--- config.mk ---
export PLATFORM = sky130hd
export DESIGN_NAME = ggxhs_div_cell
export DESIGN_NICKNAME = d
export VERILOG_FILES = /design/src/hw/rtl/ggxhs_pkg.sv /design/src/hw/rtl/ggxhs_div_cell.sv
export SDC_FILE = /design/constraint.sdc
export NUM_CORES = 1
export LEC_CHECK = 0
export ABC_AREA = 1
export ABC_CLOCK_PERIOD_IN_PS = 2130
export BUFFER_PORTS_ARGS = -buffer_cell sky130_fd_sc_hd__buf_2
export CORE_MARGIN = 2
export CORE_UTILIZATION = 50
export DETAILED_ROUTE_END_ITERATION = 10
export GPL_TIMING_DRIVEN = 0
export PLACE_DENSITY = 0.91
export SYNTH_ARGS = -nofsm -noshare
export SYNTH_HDL_FRONTEND = slang
export SYNTH_SLANG_ARGS = --single-unit
--- constraint.sdc ---
create_clock -name clk -period 2.13 [get_ports clk]
set_input_delay 0.3195 -clock clk [delete_from_list [all_inputs] [get_ports clk]]
set_output_delay 0.3195 -clock clk [all_outputs]
set_load 0.02 [all_outputs]
--- src/hw/rtl/ggxhs_pkg.sv ---
// shared types and constants for the ggx hemisphere sampler
// holds the beat structs, default parameters, cordic gain and angle table
// no dependencies
package ggxhs_pkg;

    localparam int CORDIC_STAGES_DEF = 16;
    localparam int FRAC_BITS_DEF     = 16;
    localparam int ANG_TABLE_LEN     = 24;

    // inverse of the limiting cordic gain, q0.30
    localparam logic [29:0] KINV_Q30 = 30'd652032874;

    typedef struct packed {
        logic [15:0] azimuth_random;
        logic [15:0] elevation_random;
        logic [15:0] roughness;
    } sample_t;

    typedef struct packed {
        logic signed [15:0] dir_x;
        logic [14:0]        dir_y;
        logic signed [15:0] dir_z;
    } dir_t;

    // arctangent of 2^-i in units of 2^-32 turn, truncated
    function automatic logic [31:0] cordic_angle(input int idx);
        case (idx)
            0:  return 32'h20000000;
            1:  return 32'h12E4051D;
            2:  return 32'h09FB385B;
            3:  return 32'h051111D4;
            4:  return 32'h028B0D43;
            5:  return 32'h0145D7E1;
            6:  return 32'h00A2F61E;
            7:  return 32'h00517C55;
            8:  return 32'h0028BE53;
            9:  return 32'h00145F2E;
            10: return 32'h000A2F98;
            11: return 32'h000517CC;
            12: return 32'h00028BE6;
            13: return 32'h000145F3;
            14: return 32'h0000A2F9;
            15: return 32'h0000517C;
            16: return 32'h000028BE;
            17: return 32'h0000145F;
            18: return 32'h00000A2F;
            19: return 32'h00000517;
            20: return 32'h0000028B;
            21: return 32'h00000145;
            22: return 32'h000000A2;
            23: return 32'h00000051;
            default: return 32'h00000000;
        endcase
    endfunction

endpackage

--- src/hw/rtl/ggxhs_div_cell.sv ---
// one restoring divider cell: settles one quotient bit per clock
// depends on ggxhs_pkg
module ggxhs_div_cell
    import ggxhs_pkg::*;
#(
    parameter int FRAC_BITS = FRAC_BITS_DEF,
    parameter int BIT       = 0
)
(
    input  logic                   clk,
    input  logic [2*FRAC_BITS:0]   rem_in,
    input  logic [FRAC_BITS:0]     den_in,
    input  logic [FRAC_BITS:0]     q_in,
    output logic [2*FRAC_BITS:0]   rem_out,
    output logic [FRAC_BITS:0]     den_out,
    output logic [FRAC_BITS:0]     q_out
);

    localparam int DW = 2 * FRAC_BITS + 1;
    localparam int QW = FRAC_BITS + 1;

    logic [DW-1:0] dsh;
    logic          ge;
    logic [DW-1:0] rem_next, rem_reg;
    logic [QW-1:0] q_next, q_reg, den_reg;

    // trial subtract of the shifted divisor
    always_comb
    begin
        dsh      = DW'(den_in) << BIT;
        ge       = (rem_in >= dsh);
        rem_next = ge ? (rem_in - dsh) : rem_in;
        q_next   = q_in | (QW'(ge) << BIT);
    end

    always_ff @(posedge clk)
    begin
        rem_reg <= rem_next;
        q_reg   <= q_next;
        den_reg <= den_in;
    end

    assign rem_out = rem_reg;
    assign q_out   = q_reg;
    assign den_out = den_reg;

endmodule

==> metrics.txt <==
result of the run=finished, final reports clean; Port Buf Inserts=134; Synth Cell Area=3720 sq um; async set or reset register ratio after synthesis=0%; Pwr Total=3.42 mW; Post-Syn Nets=598; maximum vdd drop=280 uV; DR vias=3675; Via density=4.83; RSZ-0062 raised after global routing=false; relative slew slack=75.3%; Post-DRT Antenna Nets=0; initial antenna violation count=0; CTS max path bufs=2; Worst Max-Slew Pin Slew=0.369 ns; Gate power share=26.3%; Synth top area share=36.0%; critical path launch point type=primary input; Antenna diodes=0; drt first pass iters=5; global-route wire length before repair=16400 um; Slowest-stage cell, CP=ha_1; Area Growth Syn to Fin=27.0%; crit-path cells=buf_2, ha_1, a21oi_1, o21ai_1, a21oi_2, nand3_4, inv_6, buf_8, nand2_1, nand2_1; Max Slew Vio Count=0; fmax=513 MHz; post-synthesis mux area share=0%; nets@finish=743; gr ovfl total=0; final setup fails=0; Die H=90.3 um; GP Congestion=0.946; Post-Synth Adder-Cell Area=6.25%; Residual DRC=0; final setup TNS=0 ns; CP required=2.42 ns; Unique masters post-synth=31; yosys warns=0; most instantiated library cell after synthesis=nand2_1; Routed WL=10200 um; Ports=135; sequential fraction of the synthesis area=36.0%; core area=7210 sq um; Die Area=8160 sq um; worst hold path type=in -> reg; Post-Syn Area per Cell=7.28 sq um; Arr. time, crit path=2.24 ns; Synth top cells by count=155 x nand2_1, 81 x inv_1, 67 x dfxtp_1; CP Max Fanout=10; HP Start=q_in[9]; Clk pin slew, worst setup/hold paths=0.08 ns; layout cell share with drive strength beyond 1=34.3%; NetSw=1.11 mW; Yosys reg bits=67; CP max stage delay=0.33 ns; clock tree sinks=67; CTS tree=built; post-CTS resize count=0; GRT Util Overall=25.2%; PD cells=722 nW/um^2; sequential share of power=41.1%; number of hold buffers added after cts=0; synthesized instance count=512; Pleak=2.51 nW; number of synthesized flops with an enable pin=0; Worst setup EP type=flop; clock root buffer=clkbuf_8; Detailed Place HPWL=8370 um; Tmin final=1.95 ns; Switching Share=32.5%; Iter 0 DRT Violations=181; DR WL/cell=13.4 um; setup bufs post-CTS=0; max-cap viol count=0; vias in the first global route=3447; Clock power frac=32.7%; largest net degree at the start of global routing=13; XOR/XNOR Fraction of Synth Area=3.53%; final hold violations=0; Post-Synth Simple-Gate Area=34.2%; largest family of logic cells by synthesized area=simple AND/OR/NAND/NOR gates; initial core utilization=51.6%; ys flop type=dfxtp_1; Yosys top cell by area=dfxtp_1; period utilization=91.6%; Int Power=2.31 mW; Max H-tree Level=3; Synth area leaders=dfxtp_1 36%, nand2_1 16%, inv_1 8.2%; complex-gate fraction of the synthesized area=9.30%; Hold Crit Endpoint=q_out[9]; worst setup path class=in -> reg; Die W=90.3 um; most frequent CP cell=nand2_1; site row count=31; Worst Hold Depth=1; CTS Buf Count=9
-- sequential cells by signal, summed over array words and instances, names as in the netlist --
name	count
rem_out	33
q_out	17
den_out	17
-- per-stage QoR --
stage / setup slack (ns) / cell area (sq um) / util (%) / instances / hold slack, ns
floorplan: 0.337 / 3720 / - / 512 / 0.347
global placement: -0.160 / 4520 / 62.6 / 745 / 0.421
detailed placement: -0.178 / 4520 / 62.6 / 745 / 0.423
CTS: 0.171 / 4730 / 65.6 / 761 / 0.0657
global route: 0.0494 / 4730 / 65.6 / 761 / 0.0633
finish: 0.179 / 4730 / 65.6 / 761 / 0.0708
-- cells by family after synthesis --
group / after synthesis
buffers and inverters: 92
adders and majority gates: 18
DFF: 67
and+or+nand+nor: 274
xor gates and xnor gates: 15
AOI/OAI and AO/OA: 46
-- power by group through the flow --
stage                     combinational, mW  sequential, mW  clock [mW]
after global routing                  0.975            1.42        1.20
after detailed placement              0.888            1.43           0
after CTS                             0.895            1.41        1.14
final                                 0.898            1.40        1.12
after floorplan                       0.414            1.60           0
after global placement                0.871            1.43           0
-- final cells by class --
type | count | area (sq um)
Buffer | 4 | 61.3
Sequential cell | 67 | 1340
Inverter | 88 | 337
Fill cell | 693 | 2480
Clock inverter | 5 | 60.1
Multi-Input combinational cell | 353 | 1990
Tap cell | 99 | 124
Timing Repair Buffer | 134 | 671
Clock buffer | 11 | 151
-- layer usage --
| metal | track usage, % | part of all wire (%) | up-vias |
|---|---|---|---|
| li1 | - | - | 1867 |
| met1 | 31.9 | 44 | 1659 |
| met2 | 43.2 | 49 | 128 |
| met3 | 4.01 | 5.1 | 21 |
| met4 | 9.23 | 2.2 | 0 |
| met5 | 0 | 0 | - |
-- critical path, delay by kind of cell --
family          cells  cell delay [ns]
simple gates        3             0.35
fa+ha+maj           1             0.33
buf+inv             3             0.46
compound gates      3             0.76
-- placed cells by master, fill, tap and decap left out, drive strengths merged --
master	synthesis	routed
fa	1	1
nand3	29	29
ha	17	17
bufinv	0	1
nand3b	2	2
nand2	176	176
inv	87	88
o21bai	2	2
dfxtp	67	67
nor3	10	10
clkinvlp	0	1
xnor2	11	11
a21boi	1	1
xor2	4	4
or2	3	3
clkinv	1	3
nand4	6	6
buf	4	138
nor2	48	48
clkbuf	0	11
a21oi	28	28
o21ai	15	15
-- worst max path at each step --
| stage | from | endpoint | slack (ns) | cells past startpoint |
|---|---|---|---|---|
| after floorplan | den_in[14] | rem_out[14] | 0.34 | 9 |
| after global placement | rem_in[16] | rem_out[22] | -0.16 | 9 |
| after detailed placement | rem_in[16] | rem_out[14] | -0.18 | 9 |
| after CTS | rem_in[16] | rem_out[1] | 0.17 | 10 |
| after global routing | rem_in[0] | rem_out[28] | 0.05 | 14 |
| final | rem_in[16] | rem_out[1] | 0.18 | 10 |
(Power assumes the default switching activity.)
