--- src/hw/rtl/ggxhs_pkg.sv ---
// shared types and constants for the ggx hemisphere sampler
// holds the beat structs, default parameters, cordic gain and angle table
// no dependencies
package ggxhs_pkg;

    localparam int CORDIC_STAGES_DEF = 16;
    localparam int FRAC_BITS_DEF     = 16;
    localparam int ANG_TABLE_LEN     = 24;

    // inverse of the limiting cordic gain, q0.30
    localparam logic [29:0] KINV_Q30 = 30'd652032874;

    typedef struct packed {
        logic [15:0] azimuth_random;
        logic [15:0] elevation_random;
        logic [15:0] roughness;
    } sample_t;

    typedef struct packed {
        logic signed [15:0] dir_x;
        logic [14:0]        dir_y;
        logic signed [15:0] dir_z;
    } dir_t;

    // arctangent of 2^-i in units of 2^-32 turn, truncated
    function automatic logic [31:0] cordic_angle(input int idx);
        case (idx)
            0:  return 32'h20000000;
            1:  return 32'h12E4051D;
            2:  return 32'h09FB385B;
            3:  return 32'h051111D4;
            4:  return 32'h028B0D43;
            5:  return 32'h0145D7E1;
            6:  return 32'h00A2F61E;
            7:  return 32'h00517C55;
            8:  return 32'h0028BE53;
            9:  return 32'h00145F2E;
            10: return 32'h000A2F98;
            11: return 32'h000517CC;
            12: return 32'h00028BE6;
            13: return 32'h000145F3;
            14: return 32'h0000A2F9;
            15: return 32'h0000517C;
            16: return 32'h000028BE;
            17: return 32'h0000145F;
            18: return 32'h00000A2F;
            19: return 32'h00000517;
            20: return 32'h0000028B;
            21: return 32'h00000145;
            22: return 32'h000000A2;
            23: return 32'h00000051;
            default: return 32'h00000000;
        endcase
    endfunction

endpackage

--- src/hw/rtl/ggxhs_sqrt_cell.sv ---
// one digit-by-digit square root cell: settles one root bit per clock
// depends on ggxhs_pkg
module ggxhs_sqrt_cell
    import ggxhs_pkg::*;
#(
    parameter int FRAC_BITS = FRAC_BITS_DEF,
    parameter int BIT       = 0
)
(
    input  logic                   clk,
    input  logic [2*FRAC_BITS:0]   rem_in,
    input  logic [FRAC_BITS:0]     q_in,
    output logic [2*FRAC_BITS:0]   rem_out,
    output logic [FRAC_BITS:0]     q_out
);

    localparam int DW = 2 * FRAC_BITS + 1;
    localparam int QW = FRAC_BITS + 1;

    logic [DW:0]   trial;
    logic          ge;
    logic [DW-1:0] rem_next, rem_reg;
    logic [QW-1:0] q_next, q_reg;

    // (q + 2^b)^2 - q^2 = q*2^(b+1) + 2^(2b)
    always_comb
    begin
        trial    = ((DW + 1)'(q_in) << (BIT + 1)) + ((DW + 1)'(1) << (2 * BIT));
        ge       = ({1'b0, rem_in} >= trial);
        rem_next = ge ? DW'({1'b0, rem_in} - trial) : rem_in;
        q_next   = q_in | (QW'(ge) << BIT);
    end

    always_ff @(posedge clk)
    begin
        rem_reg <= rem_next;
        q_reg   <= q_next;
    end

    assign rem_out = rem_reg;
    assign q_out   = q_reg;

endmodule

--- config.mk ---
export PLATFORM = sky130hd
export DESIGN_NAME = ggxhs_sqrt_cell
export DESIGN_NICKNAME = d
export VERILOG_FILES = /design/src/hw/rtl/ggxhs_pkg.sv /design/src/hw/rtl/ggxhs_sqrt_cell.sv
export SDC_FILE = /design/constraint.sdc
export NUM_CORES = 1
export LEC_CHECK = 0
export ABC_CLOCK_PERIOD_IN_PS = 3320
export BUFFER_PORTS_ARGS = -buffer_cell sky130_fd_sc_hd__buf_4
export CAP_MARGIN = 25
export CORE_ASPECT_RATIO = 0.7
export CORE_UTILIZATION = 45
export DETAILED_ROUTE_END_ITERATION = 8
export MAX_ROUTING_LAYER = met4
export PLACE_DENSITY = 0.72
export SLEW_MARGIN = 20
export SYNTH_ARGS = -nofsm -noshare
export SYNTH_HDL_FRONTEND = slang
export SYNTH_SLANG_ARGS = --single-unit
--- constraint.sdc ---
create_clock -name clk -period 3.32 [get_ports clk]
set_clock_uncertainty 0.2 [all_clocks]
set_input_delay 0.664 -clock clk [delete_from_list [all_inputs] [get_ports clk]]
set_output_delay 0.664 -clock clk [all_outputs]
set_load 0.02 [all_outputs]
==> results of run 1 <==
-- layer usage --
metal,wire (um),global-route usage (%),up-vias,share of wire [%]
met2,2894,33.45,128,40
met5,0,-,-,0
met4,49,3.598,0,0.68
li1,-,-,1323,-
met3,613,6.050,6,8.5
met1,3653,35.05,1191,51
-- state kept, by name, indices dropped and copies added, names as in the netlist --
signal / cells
rem_out: 33
q_out: 17
-- final timing paths --
kind	start	cells after the start	slack, ns	to
max	rem_in[11]	8	0.36	rem_out[32]
min	q_in[7]	1	0.27	q_out[7]
-- worst max-delay path, delay by kind of cell --
| kind | cells | cell delay (ns) |
|---|---|---|
| AOI/OAI and AO/OA | 4 | 0.95 |
| and+or+nand+nor | 1 | 0.48 |
| adders and majority gates | 1 | 0.37 |
| muxes | 1 | 0.37 |
| buffers and inverters | 1 | 0.11 |
-- report_power, final --
part           total [W]  switching [W]  internal [W]
registers       0.000691      0.0000190      0.000672
logic           0.000561       0.000305      0.000257
clock network   0.000423       0.000201      0.000222
-- metrics by stage --
stage          worst slack (ns)  hold slack (ns)  power (W)  cells  util, %
6_report                 0.3606           0.2722   0.001676    504    65.59
5_1_grt                  0.1531           0.2544   0.001767    504    65.59
4_1_cts                  0.3585           0.2666   0.001688    504    65.59
3_5_place_dp            0.05004           0.5792   0.001264    496    63.70
3_3_place_gp            0.05239           0.5782   0.001261    496    63.70
2_1_floorplan            0.2709           0.4917   0.001018    308        -
-- synth_stat cells, types with 2 or more instances --
cell type  instances  area share [%]
dfxtp_1           50              37
nand2_1           38             5.2
inv_1             24             3.3
o21ai_0           23             4.2
ha_1              18             8.3
nor2_1            17             2.3
xor2_1            17             5.5
a21oi_1           16             2.9
xnor2_1           13             4.2
nor3_1             9             1.7
nand4_1            8             1.8
a21o_1             7             1.9
nor4_1             5             1.1
buf_2              3            0.55
buf_4              3            0.83
clkbuf_1           3            0.41
nand3_1            3            0.55
nor2b_1            3            0.69
o21a_1             3            0.83
a211o_1            2            0.64
a311oi_1           2            0.64
a31oi_1            2            0.46
nand2b_1           2            0.46
nor3_2             2            0.74
o21ai_1            2            0.37
or4_1              2            0.55
-- logic make-up (layout without fill, tap and decap cells) --
group / count (synthesis) / after routing / share of synthesized area (%)
compound gates: 75 / 75 / 19.68
buf+inv: 34 / 155 / 5.517
mux: 2 / 2 / 0.9653
xor+xnor: 30 / 30 / 9.655
fa+ha+maj: 19 / 19 / 9.012
flops: 50 / 50 / 36.78
simple gates: 98 / 98 / 18.39
-- final cells by class --
type | instances | area [um2]
clock buffers | 5 | 68.82
clock inverters | 3 | 40.04
fillers | 507 | 1991
inverters | 24 | 90.09
multi-input cells | 224 | 1577
flip-flops and latches | 50 | 1001
well taps | 75 | 93.84
repair buffers | 123 | 923.4
==> impl_metrics.csv, run 1 <==
group,metric,value,unit
status,run_status,"completed",
grt,gr_overflow_total,0,
drt,detailed_router_s_first_iteration_violation_count,128,
final_layout,layout.cells.most_common,"buf_4",
sta,worst_pin_slew,0.4189,ns
grt,grt_antenna_before_repair,0,
sta,finalHoldViolations,0,
final_layout,final_layout_size_suffix_gt1_share,33.80,%
power_and_ir_drop,total_power_density_per_cell_area,441.9,nW/um2
clock_network,clockRootBuffer,"clkbuf_8",
yosys,synth-async-reset-ratio,0,%
grt,grt_max_degree,16,
power_and_ir_drop,leakagePower,1.791,nW
sta,unrepaired_setup_endpoints_after_global_routing,"no",
critical_path,critical_path.endpoint_type,"flop",
sta,max-slew-margin-rel,72.00,%
yosys,seq_area_frac_synth,36.78,%
hold_path,min-delay-path-class,"in2reg",
floorplanning,initial_core_util,47.05,%
clock_network,number_of_buffers_created_by_cts,5,
critical_path,cp_required,3.31,ns
critical_path,worstSetupStartpointType,"input port",
yosys,post_synth_inst_count,308,
clock_network,post_cts_hold_buffer_count,0,
yosys,synth_area,2721,um2
floorplanning,die_x,94.95,um
final_layout,area_delta_synth_final,39.40,%
floorplanning,io_pins,101,
clock_network,clkSinkCount,50,
drt,avgRoutedWirePerCell,14.31,um
yosys,synth.avg_cell_area,8.836,um2
grt,overall_track_demand_over_capacity_in_global_routing,24.02,%
final_layout,num-nets-final,498,
critical_path,cp_slowest_stage_delay,0.48,ns
drt,num_vias,2648,
clock_network,path_clk_slew,0.09,ns
drt,drt-vias-per-instance,5.254,
clock_network,clock_tree.buffer_depth,2,
floorplanning,std_cell_rows,23,
place,half_perimeter_wire_length_after_detailed_placement,5945,um
final_layout,commonest_cells_after_routing_fill_and_taps_aside,"123 x buf_4, 50 x dfxtp_1, 38 x nand2_1",
clock_network,htree_levels,2,
yosys,synth_enable_flop_cells,0,
sta,fin_tns_setup,0,ns
sta,period_needed,2.959,ns
drt,firstDrtPassIters,4,
sta,fmaxAchievable,0.3379,GHz
critical_path,timing.critical_path.slowest_stage_cell,"or4_1",
drt,drt.antenna.violating_nets,0,
yosys,ys_seq_elements,50,
sta,final.period_utilization,89.14,%
clock_network,cts_setup_buffers,0,
grt,grt_pass1_vias,2377,
yosys,synth_cell_types,57,
grt,grt_pass1_wl,11410,um
critical_path,worstPathArrival,2.95,ns
final_layout,final_design_area_no_fill,3794,um2
critical_path,timing.critical_path.fanout_max,6,
clock_network,tritoncts,"yes",
drt,drt_drc_violations_left,0,
critical_path,critical_path_class,"in2reg",
critical_path,crit_path_cell_trace,"buf_4 > ha_1 > a21o_1 > o21bai_1 > or4_1 > o21a_1 > a311oi_1 > mux2_2",
place,placedInstanceArea,3685,um2
sta,finalMaxSlewViolations,0,
yosys,synthesis.nets,378,
place,routabilityCongestion,0.9207,
flow_run,timing.max_cap.violations,0,
clock_network,cts.repair.resized,0,
drt,wirelength,7210,um
floorplanning,die_h,67.07,um
floorplanning,die_area,6367,um2
power_and_ir_drop,max_ir_drop_vdd,0.2632,mV
sta,setup_viol,0,
yosys,yosys_warnings,0,
floorplanning,core_box_area,5784,um2
final_layout,antenna_cells,0,
place,number_of_i_o_port_buffers,100,
yosys,synth_top_flop_cell,"dfxtp_1",
No activity file was read; power rests on OpenSTA's default activity.
==> run 2: changes to the inputs <==
HOLD_SLACK_MARGIN = 0.03   (was not set)
REMOVE_ABC_BUFFERS = 1   (was not set)
SKIP_CTS_REPAIR_TIMING = 1   (was not set)
==> impl_metrics.csv, run 2 (synthesis results as in run 1) <==
group,metric,value,unit
final_layout,final_design_area_no_fill,3806,um2
power_and_ir_drop,clock_network_fraction_of_design_power,25.0,%
sta,finalMaxSlewViolations,0,
grt,grt_max_degree,21,
grt,groute.layer.met2.usage,33.00,%
critical_path,critical_path.endpoint_type,"flop",
floorplanning,initial_core_util,47.05,%
critical_path,critical_path_buf_inv_count,2,
sta,fmaxAchievable,0.3270,GHz
grt,gr_overflow_total,0,
power_and_ir_drop,max_ir_drop_vdd,0.3107,mV
status,run_status,"completed",
critical_path,crit_family,"compound AO/OA/AOI/OAI gates",
power_and_ir_drop,total_power_density_per_cell_area,440.1,nW/um2
critical_path,timing.critical_path.fanout_max,20,
floorplanning,std_cell_rows,23,
grt,grt_most_used_layer,"met1",
drt,drt-vias-per-instance,5.126,
final_layout,layout.cells.most_common,"buf_4",
sta,worst_pin_slew,0.4251,ns
flow_run,timing.max_cap.violations,0,
final_layout,final_layout_size_suffix_gt1_share,33.64,%
sta,final.period_utilization,92.12,%
place,routabilityCongestion,0.9262,
final_layout,antenna_cells,0,
critical_path,timing.critical_path.slowest_stage_cell,"a311o_2",
grt,use_met3,4.909,%
place,placedInstanceArea,3700,um2
grt,grt_util_met1,36.68,%
power_and_ir_drop,p_total,0.001675,W
critical_path,cp_slowest_stage_delay,0.48,ns
drt,wirelength,7298,um
critical_path,critical_path_class,"in2reg",
drt,num_vias,2594,
grt,grt_antenna_before_repair,0,
floorplanning,die_area,6367,um2
drt,detailed_router_s_first_iteration_violation_count,126,
power_and_ir_drop,p_int,0.001158,W
critical_path,crit_path_cell_trace,"buf_4 > ha_1 > a21oi_1 > a21boi_0 > o21ai_2 > a311o_2 > nor3_4 > buf_4 > o21ai_0",
power_and_ir_drop,leakagePower,1.795,nW
drt,drt.antenna.violating_nets,0,
sta,unrepaired_setup_endpoints_after_global_routing,"no",
floorplanning,die_h,67.07,um
clock_network,clock_tree.buffer_depth,2,
clock_network,clkSinkCount,50,
floorplanning,io_pins,101,
drt,firstDrtPassIters,4,
critical_path,worst_path_most_repeated_cell,"buf_4",
final_layout,final_cell_utilization_of_the_core,65.80,%
drt,avgRoutedWirePerCell,14.42,um
final_layout,area_delta_synth_final,39.86,%
sta,period_needed,3.058,ns
critical_path,cp_required,3.30,ns
grt,overall_track_demand_over_capacity_in_global_routing,24.55,%
floorplanning,die_x,94.95,um
sta,worst_hold_slack,0.2662,ns
grt,grt_pass1_vias,2381,
power_and_ir_drop,switching_fraction,30.90,%
sta,max-slew-margin-rel,71.66,%
critical_path,worstPathArrival,3.04,ns
place,number_of_i_o_port_buffers,100,
final_layout,commonest_cells_after_routing_fill_and_taps_aside,"125 x buf_4, 50 x dfxtp_1, 38 x nand2_1",
sta,setup_viol,0,
final_layout,largest_register_ffs,33,
clock_network,tritoncts,"yes",
grt,grt_pass1_wl,11420,um
clock_network,clockRootBuffer,"clkbuf_8",
power_and_ir_drop,reported_net_switching_power,0.0005177,W
hold_path,min-delay-path-class,"in2reg",
drt,drt_drc_violations_left,0,
place,half_perimeter_wire_length_after_detailed_placement,6042,um
clock_network,number_of_buffers_created_by_cts,5,
power_and_ir_drop,power_frac_comb,33.7,%
final_layout,num-nets-final,500,
clock_network,path_clk_slew,0.09,ns
sta,finalHoldViolations,0,
power_and_ir_drop,sequential_power_share,41.3,%
floorplanning,core_box_area,5784,um2
clock_network,htree_levels,2,
critical_path,worstSetupStartpointType,"input port",
[run 2: path summary, 6_finish.rpt]
kind,from,endpoint,slack [ns],depth (start not counted)
max,rem_in[12],rem_out[7],0.26,9
min,q_in[15],q_out[15],0.27,1
[run 2: stage by stage]
step           setup slack [ns]  std cells  TNS (ns)
6_report                 0.2616        506         0
5_1_grt                  0.1647        506         0
4_1_cts                  0.3075        506         0
3_5_place_dp           -0.01265        498  -0.06568
3_3_place_gp            0.03394        498         0
2_1_floorplan           -0.4629        298    -7.885
[run 2: layout make-up]
cell class | instances | area (um2)
timing repair buffer | 125 | 938.4
clock inverter | 1 | 30.03
clock buffer | 7 | 76.32
fill | 520 | 1978
multi-input combinational | 224 | 1577
tap | 75 | 93.84
inverter | 24 | 90.09
sequential | 50 | 1001
[run 2: power by group through the flow]
stage                     clock, W  combinational, W  sequential [W]
after floorplan                  0          0.000215        0.000799
after global placement           0          0.000557        0.000704
after detailed placement         0          0.000562        0.000706
after CTS                 0.000436          0.000565        0.000692
after global routing      0.000458          0.000614        0.000697
final                     0.000418          0.000565        0.000692
[run 2: layer usage]
| layer | routed length, um | share of wire [%] |
|---|---|---|
| met1 | 3880 | 53 |
| met2 | 2920 | 40 |
| met3 | 452 | 6.2 |
| met4 | 45 | 0.62 |
| met5 | 0 | 0 |
