### src/hw/rtl/ggxhs_pkg.sv
// shared types and constants for the ggx hemisphere sampler
// holds the beat structs, default parameters, cordic gain and angle table
// no dependencies
package ggxhs_pkg;

    localparam int CORDIC_STAGES_DEF = 16;
    localparam int FRAC_BITS_DEF     = 16;
    localparam int ANG_TABLE_LEN     = 24;

    // inverse of the limiting cordic gain, q0.30
    localparam logic [29:0] KINV_Q30 = 30'd652032874;

    typedef struct packed {
        logic [15:0] azimuth_random;
        logic [15:0] elevation_random;
        logic [15:0] roughness;
    } sample_t;

    typedef struct packed {
        logic signed [15:0] dir_x;
        logic [14:0]        dir_y;
        logic signed [15:0] dir_z;
    } dir_t;

    // arctangent of 2^-i in units of 2^-32 turn, truncated
    function automatic logic [31:0] cordic_angle(input int idx);
        case (idx)
            0:  return 32'h20000000;
            1:  return 32'h12E4051D;
            2:  return 32'h09FB385B;
            3:  return 32'h051111D4;
            4:  return 32'h028B0D43;
            5:  return 32'h0145D7E1;
            6:  return 32'h00A2F61E;
            7:  return 32'h00517C55;
            8:  return 32'h0028BE53;
            9:  return 32'h00145F2E;
            10: return 32'h000A2F98;
            11: return 32'h000517CC;
            12: return 32'h00028BE6;
            13: return 32'h000145F3;
            14: return 32'h0000A2F9;
            15: return 32'h0000517C;
            16: return 32'h000028BE;
            17: return 32'h0000145F;
            18: return 32'h00000A2F;
            19: return 32'h00000517;
            20: return 32'h0000028B;
            21: return 32'h00000145;
            22: return 32'h000000A2;
            23: return 32'h00000051;
            default: return 32'h00000000;
        endcase
    endfunction

endpackage

### src/hw/rtl/ggxhs_cordic_cell.sv
// one rotation-mode cordic cell: one micro-rotation per clock
// depends on ggxhs_pkg (angle table)
module ggxhs_cordic_cell
    import ggxhs_pkg::*;
#(
    parameter int XW  = FRAC_BITS_DEF + 3,
    parameter int IDX = 0
)
(
    input  logic                 clk,
    input  logic signed [XW-1:0] x_in,
    input  logic signed [XW-1:0] y_in,
    input  logic signed [33:0]   z_in,
    output logic signed [XW-1:0] x_out,
    output logic signed [XW-1:0] y_out,
    output logic signed [33:0]   z_out
);

    localparam logic signed [33:0] ANG = $signed({2'b00, cordic_angle(IDX)});

    logic signed [XW-1:0] dx, dy, x_next, y_next, x_reg, y_reg;
    logic signed [33:0]   z_next, z_reg;

    // rotate toward zero residual angle
    always_comb
    begin
        dx = y_in >>> IDX;
        dy = x_in >>> IDX;
        if (!z_in[33])
        begin
            x_next = x_in - dx;
            y_next = y_in + dy;
            z_next = z_in - ANG;
        end
        else
        begin
            x_next = x_in + dx;
            y_next = y_in - dy;
            z_next = z_in + ANG;
        end
    end

    always_ff @(posedge clk)
    begin
        x_reg <= x_next;
        y_reg <= y_next;
        z_reg <= z_next;
    end

    assign x_out = x_reg;
    assign y_out = y_reg;
    assign z_out = z_reg;

endmodule

### config.mk
export PLATFORM = sky130hd
export DESIGN_NAME = ggxhs_cordic_cell
export DESIGN_NICKNAME = d
export VERILOG_FILES = /design/src/hw/rtl/ggxhs_pkg.sv /design/src/hw/rtl/ggxhs_cordic_cell.sv
export SDC_FILE = /design/constraint.sdc
export NUM_CORES = 1
export LEC_CHECK = 0
export BUFFER_PORTS_ARGS = -buffer_cell sky130_fd_sc_hd__buf_2
export CAP_MARGIN = 30
export CORE_MARGIN = 4
export CORE_UTILIZATION = 45
export CTS_CLUSTER_SIZE = 25
export DETAILED_ROUTE_END_ITERATION = 10
export PLACE_DENSITY = 0.81
export SYNTH_ARGS = -nofsm -noshare
export SYNTH_HDL_FRONTEND = slang
export SYNTH_SLANG_ARGS = --single-unit
### constraint.sdc
create_clock -name clk -period 5.05 [get_ports clk]
set_input_delay 1.01 -clock clk [delete_from_list [all_inputs] [get_ports clk]]
set_output_delay 1.01 -clock clk [all_outputs]
set_load 0.1 [all_outputs]
==> results of run 1 <==
cells in the mapped netlist, drive strengths merged, types with 3 or more instances:
cell type	n
or3	8
inv	58
dfxtp	71
o211ai	4
buf	12
mux2i	15
a21oi	53
a21o	8
xnor2	28
fa	4
a21boi	4
nor4	3
o21ai	33
o31ai	7
nand2	20
xor2	4
nor2	47
o21bai	8
nand4	5
clkbuf	9
o2111ai	4
a211oi	3
nor3	12
a31oi	5
nand2b	9
nand3	6
nor2b	8
o21a	8
nor3b	3
o22ai	5
a2111oi	3
or2	5
ha	62
where the power goes:
part	switching [mW]	internal [mW]
Clock	0.212	0.282
Sequential	0.0212	0.647
Combinational	0.949	0.236
Total	1.18	1.16
critical path, stage by stage:
cell      delay, ns
buf_2          0.11
inv_1          0.04
ha_1           0.21
fa_1           0.38
nand2b_1       0.17
a21oi_1        0.32
o21a_1         0.24
o22ai_1        0.15
o31ai_1        0.40
mux2i_1        0.11
or3_1          0.31
metal layers:
metal | global-route usage, % | share of wire, % | vias up
met1 | 29.1 | 45 | 2085
li1 | - | - | 2214
met5 | 0 | 0 | -
met3 | 4.08 | 7.9 | 27
met4 | 6.65 | 2.1 | 0
met2 | 34.6 | 45 | 221
flip-flops by register name, summed over array words and instances, names as in the netlist:
name	flops
x_out	19
y_out	18
z_out	34
layout make-up:
class / instances / area (um^2)
Sequential cell: 71 / 1420
Clock buffer: 10 / 128
Inverter: 60 / 225
Tap cell: 136 / 170
Multi-Input combinational cell: 409 / 3020
Clock inverter: 6 / 93.8
Fill cell: 1005 / 4580
Timing Repair Buffer: 145 / 728
logic make-up (layout without fill, tap and decap cells):
group	count (synthesis)	in the layout	synth area share (%)
AO/OA/AOI/OAI	161	161	21.8
AND/OR/NAND/NOR	135	135	14.3
buffers and inverters	81	221	7.62
flip-flops	71	71	29.6
adder cells (fa/ha/maj)	66	66	17.8
XOR/XNOR	32	32	5.83
multiplexers	15	15	3.12
path summary, 6_finish.rpt:
check | endpoint | cells after the start
worst max-delay path | y_out[16]$_DFF_P_ | 11
worst min-delay path | z_out[18]$_DFF_P_ | 1
per-stage QoR:
stage / hold WS (ns) / setup WS (ns) / util, %
6_report: 0.763 / 1.84 / 55.8
5_1_grt: 0.741 / 1.74 / 55.8
4_1_cts: 0.745 / 1.92 / 55.8
3_5_place_dp: 1.11 / 1.55 / 53.7
3_3_place_gp: 1.11 / 1.48 / 53.7
2_1_floorplan: 1.04 / 1.92 / -
==> run metrics, run 1 <==
status completed; largest net degree at the start of global routing 43; setup TNS 0 ns; Yosys reg bits 71; remaining antenna violation count after routing 0; gr usage total between 20% and 30%; CP Launch Point y_in[0]; placed insts 821; post-synth top area share 29.6%; Vias 4547; main flop type after synthesis dfxtp_1; Die ar. 12400 um^2; Startpoint Class input port; first-pass GRT wire length 22000 um; clock buffer depth 2; # rows 37; count of final hold-check violations 0; Total Power 2.35 mW; Post-synth EDFFs 0; synth unique cells 70; Mapped Cells 561; GPL Wtd Cong between 0.9 and 1; Design Area, Final 5790 um^2; critical path class in2reg; Crit Path Max Fanout 3; die height 111 um; most common cell after layout, fill and taps aside buf_2; Fmax 311 MHz; Pwr Density 405 nW/um^2; commonest cells after routing, fill and taps aside 144 x buf_2, 71 x dfxtp_1, 62 x ha_1; worst hold start z_in[18]; cells resized by post-CTS repair 0; worst path required time 5.28 ns; nets@finish 835; fin crit period ~3.2 ns; worst min path class in2reg; crit end category flop; Die Wd 111 um; Remaining Overflow, GRT 0; Final Max Tran Viols 0; Buffers on Ports 144; syn nets 700; CTS tree built; Vias per Instance 5.43; YS warnings 0; crit share post-route around 64%; Max Cap Viol 0; detailed router's first-iteration violation count 292; Avg WL per Cell 16.4 um; Core Box Area 10400 um^2; Starting Density a little under half; area leader, netlist dfxtp_1; Slew @ Worst Pin 0.811 ns; number of global-route vias before repair 4402; share of layout cells above drive strength 1 between 20% and 30%; Detailed Place HPWL ~11000 um; leakage power total between 2 and 3 nW; Post-CTS Hold Buffers 0; clk sinks 71; postcts setup bufs 0; initial antenna violation count 0; Initial DRT Pass Iterations 5; IO Count 145; sequential area share after synthesis a little under 30%; Worst-path clk slew 0.08 ns; Cell Area, Placed 5570 um^2; top cells by area, synth dfxtp_1 30%, ha_1 16%, a21oi_1 5.5%; Root Driver clkbuf_8; Post-synth ARST share 0%; residual DRC count 0; synthesized area slightly below 5000 um^2; antenna cells 0; peak supply drop 0.000279 V; CTS Buf Count 9; Critical Path AT 3.44 ns; Mean Syn Cell Area 8.57 um^2; Slew HR 45.9%; P&R area growth vs syn 20.3%; drt total wl 13700 um; H-tree depth 3; Post-Layout Cell Count approximately 840; RSZ-0062 raised after global routing false; Finish-stage setup viols 0
Note: power is estimated with default switching activity, not from simulation.
==> run 2: changes to the inputs <==
Settings changed: PLACE_DENSITY 0.81 to 0.84.
Clock period 5.05 ns to 2.82 ns, I/O delays scaled along.
==> run metrics, run 2 (synthesis results as in run 1) <==
status completed; residual DRC count 0; Crit Path Max Fanout 3; commonest cells after routing, fill and taps aside 144 x buf_2, 71 x dfxtp_1, 62 x ha_1; Design Area, Final roughly 6100 um^2; share of layout cells above drive strength 1 ~30%; Die ar. between 10000 and 15000 um^2; worst hold stages 1; Total Power between 4 and 5 mW; CTS tree built; drt total wl ~13000 um; first-pass GRT wire length 21400 um; Remaining Overflow, GRT 0; fillers 941; IO Count 145; Hold WS about 0.32 ns; antenna cells 0; initial antenna violation count 0; Critical Path AT 2.85 ns; count of final hold-check violations 0; die height 111 um; Core Box Area 10400 um^2; Fmax 382 MHz; Final Max Tran Viols 0; nets@finish 874; Initial DRT Pass Iterations 5; Buffers on Ports 144; crit end category flop; fin crit period 2.62 ns; clk sinks 71; Vias 4721; P&R area growth vs syn 26.1%; Slew HR 55.5%; Finish-stage setup viols 0; postcts setup bufs 0; # rows 37; Slew @ Worst Pin ~0.66 ns; RSZ-0062 raised after global routing false; critical path class in2reg; crit share post-route 92.9%; number of global-route vias before repair approximately 4500; peak supply drop roughly 0.00043 V; most common cell after layout, fill and taps aside buf_2; H-tree depth 3; Vias per Instance 5.39; detailed router's first-iteration violation count 459; setup TNS 0 ns; Pwr Density 681 nW/um^2; largest net degree at the start of global routing 42; max reg flops 34; Worst Hold Path EP z_out[7]$_DFF_P_; Final Util 58.5%; gr usage total 20.5%; Startpoint Class input port; Starting Density 46.4%; Worst-path clk slew 0.07 ns; Cell Area, Placed between 5000 and 6000 um^2; Detailed Place HPWL 10700 um; Max Cap Viol 0; GPL Wtd Cong 0.997; Die Wd 111 um; Root Driver clkbuf_8; remaining antenna violation count after routing 0; Avg WL per Cell 14.7 um; cells resized by post-CTS repair 0; worst hold start z_in[7]; worst min path class in2reg; clock buffer depth 2; worst path required time just over 3 ns; CTS Buf Count 9; Post-CTS Hold Buffers 0; leakage power total 3.01 nW
[run 2: final cells by class]
class                           instances  area [um^2]  share of cell area, %
Clock buffer                           12          165                   2.72
Clock inverter                          4         28.8                  0.474
Inverter                               60          225                   3.71
Multi-Input combinational cell        409         3020                   49.8
Sequential cell                        71         1420                   23.4
Tap cell                              136          170                   2.81
Timing Repair Buffer                  184         1030                   17.0
[run 2: how the worst max path moves through the flow]
stage	from	end	slack [ns]	depth (start not counted)
finish	x_in[0]	y_out[18]$_DFF_P_	0.20	11
global route	y_in[0]	y_out[16]$_DFF_P_	0.12	11
CTS	x_in[0]	y_out[18]$_DFF_P_	0.24	11
detailed placement	x_in[0]	y_out[18]$_DFF_P_	-0.13	11
global placement	x_in[0]	y_out[18]$_DFF_P_	-0.11	11
floorplan	x_in[0]	y_out[16]$_DFF_P_	0.13	10
[run 2: layer usage]
layer	part of all wire (%)	vias up	GRT usage, %
li1	-	2287	-
met3	11	35	5.16
met2	44	289	32.1
met1	43	2110	27.3
met5	0	-	0
met4	2.7	0	8.03
[run 2: worst max-delay path, stage by stage]
cell and delay [ns]:
buf_2 0.10, ha_1 0.16, inv_1 0.05, fa_1 0.39, or2_0 0.24, a221o_1 0.34, and3_1 0.19, or3_1 0.40
nand3_1 0.10, o221ai_1 0.15, xnor2_1 0.15
[run 2: power breakdown]
part	internal [mW]	leakage [nW]	switching (mW)
Clock	0.391	0.0946	0.368
Sequential	1.16	0.599	0.0345
Combinational	0.482	2.32	1.70
[run 2: metrics by stage]
stage,cells,setup WS [ns]
after floorplan,561,0.133
after global placement,860,-0.115
after detailed placement,860,-0.135
after CTS,876,0.241
after global routing,876,0.116
final,876,0.199
==> run 3: changes to the inputs <==
Settings changed: MAX_ROUTING_LAYER set to met4, SETUP_SLACK_MARGIN set to 0.05.
==> run metrics, run 3 (synthesis results as in run 1) <==
gr usage total 21.7%; Core Box Area roughly 10000 um^2; Worst-path clk slew roughly 0.070 ns; H-tree depth 3; commonest cells after routing, fill and taps aside 144 x buf_2, 71 x dfxtp_1, 62 x ha_1; cells resized by post-CTS repair 0; Die Wd 111 um; detailed router's first-iteration violation count 542; Slew @ Worst Pin 0.751 ns; fin crit period 2.65 ns; Buffers on Ports between 100 and 150; crit share post-route 94.0%; most common cell after layout, fill and taps aside buf_2; worst hold stages 1; worst path required time 3.04 ns; Starting Density between 40% and 50%; pre-CTS setup slack -0.136 ns; first-pass GRT wire length 21600 um; Detailed Place HPWL 10800 um; Finish-stage setup viols 0; max reg flops 34; P&R area growth vs syn 26.0%; CTS tree built; postcts setup bufs 0; Post-CTS Hold Buffers 0; Final WS setup 0.170 ns; Crit Path Max Fanout 3; die height 111 um; Max Cap Viol 0; Final Util a little under 60%; Vias 4721; peak supply drop 0.000611 V; critical path class in2reg; Vias per Instance 5.39; CP peak stage delay ~0.40 ns; Pwr Density 684 nW/um^2; largest net degree at the start of global routing between 40 and 50; Die ar. around 12000 um^2; CP max-delay cell fa_1; Avg WL per Cell 15.0 um; worst hold start z_in[26]; Critical Path AT 2.87 ns; CTS Buf Count 9; number of global-route vias before repair 4527; fillers 935; RSZ-0062 raised after global routing false; leakage power total 3.01 nW; remaining antenna violation count after routing 0; clk sinks 71; # rows 37; initial antenna violation count 0; crit end category flop; share of layout cells above drive strength 1 between 20% and 30%; status completed; residual DRC count 0; IO Count 145; worst path cell trace buf_2 > ha_1 > inv_1 > fa_1 > or2_0 > a221o_1 > and3_1 > o21ai_2 > o211ai_2 > nor3b_1 > or3_1; worst min path class in2reg; clock buffer depth 2; antenna cells 0; Startpoint Class input port; Initial DRT Pass Iterations 5; count of final hold-check violations 0; nets@finish between 800 and 900; Final Max Tran Viols 0; Remaining Overflow, GRT 0; GPL Wtd Cong 1.01; Fmax 377 MHz; Worst Hold Path EP z_out[26]$_DFF_P_; drt total wl ~13000 um; Root Driver clkbuf_8; Slew HR 49.3%
run 3: cell count changes in the layout (fill, tap and decap cells not counted), sizes merged:
cell / before / now
buf: 184 / 186
bufinv: 0 / 1
clkbuf: 12 / 10
clkinvlp: 2 / 1
run 3: how the worst max path moves through the flow:
stage | start | end | slack, ns | cells after the start
3_5_place_dp | x_in[0] | y_out[18]$_DFF_P_ | -0.14 | 11
6_report | y_in[0] | y_out[16]$_DFF_P_ | 0.17 | 11
3_3_place_gp | x_in[0] | y_out[18]$_DFF_P_ | -0.11 | 11
4_1_cts | x_in[0] | y_out[18]$_DFF_P_ | 0.22 | 11
2_1_floorplan | x_in[0] | y_out[16]$_DFF_P_ | 0.13 | 10
5_1_grt | x_in[0] | y_out[16]$_DFF_P_ | 0.07 | 11
run 3: through the flow:
stage | setup TNS [ns] | area (um^2) | hold WS [ns] | power [mW] | cells
finish | 0 | 6060 | 0.328 | 4.14 | 876
global route | 0 | 6060 | 0.301 | 4.34 | 876
CTS | 0 | 6060 | 0.302 | 4.16 | 876
detailed placement | -0.459 | 5870 | 0.668 | 3.39 | 862
global placement | -0.342 | 5870 | 0.666 | 3.36 | 862
floorplan | 0 | 4810 | 0.592 | 2.95 | 561
run 3: worst max-delay path, delay by kind of cell:
kind / cells / cell delay (ns)
adder cells (fa/ha/maj): 2 / 0.55
buffers and inverters: 2 / 0.15
AO/OA/AOI/OAI: 3 / 0.64
AND/OR/NAND/NOR: 4 / 0.95
run 3: layout make-up:
type	count	area, um^2	share of cell area [%]
flip-flops and latches	71	1420	23.5
clock buffers	10	138	2.27
multi-input cells	409	3020	49.9
well taps	136	170	2.81
inverters	60	225	3.72
repair buffers	186	1040	17.1
clock inverters	4	47.5	0.785
run 3: metal layers:
metal	part of all wire [%]	track usage, %	up-vias
li1	-	-	2295
met4	1.8	7.38	0
met2	45	34.3	263
met1	44	28.0	2143
met3	8.9	3.91	20
met5	0	-	-
run 3: where the power goes:
| part | switching [mW] | internal (mW) | leakage [nW] |
|---|---|---|---|
| combinational | 1.70 | 0.482 | 2.32 |
| sequential | 0.0359 | 1.16 | 0.599 |
| clock | 0.348 | 0.419 | 0.0940 |
| total | 2.08 | 2.06 | 3.01 |
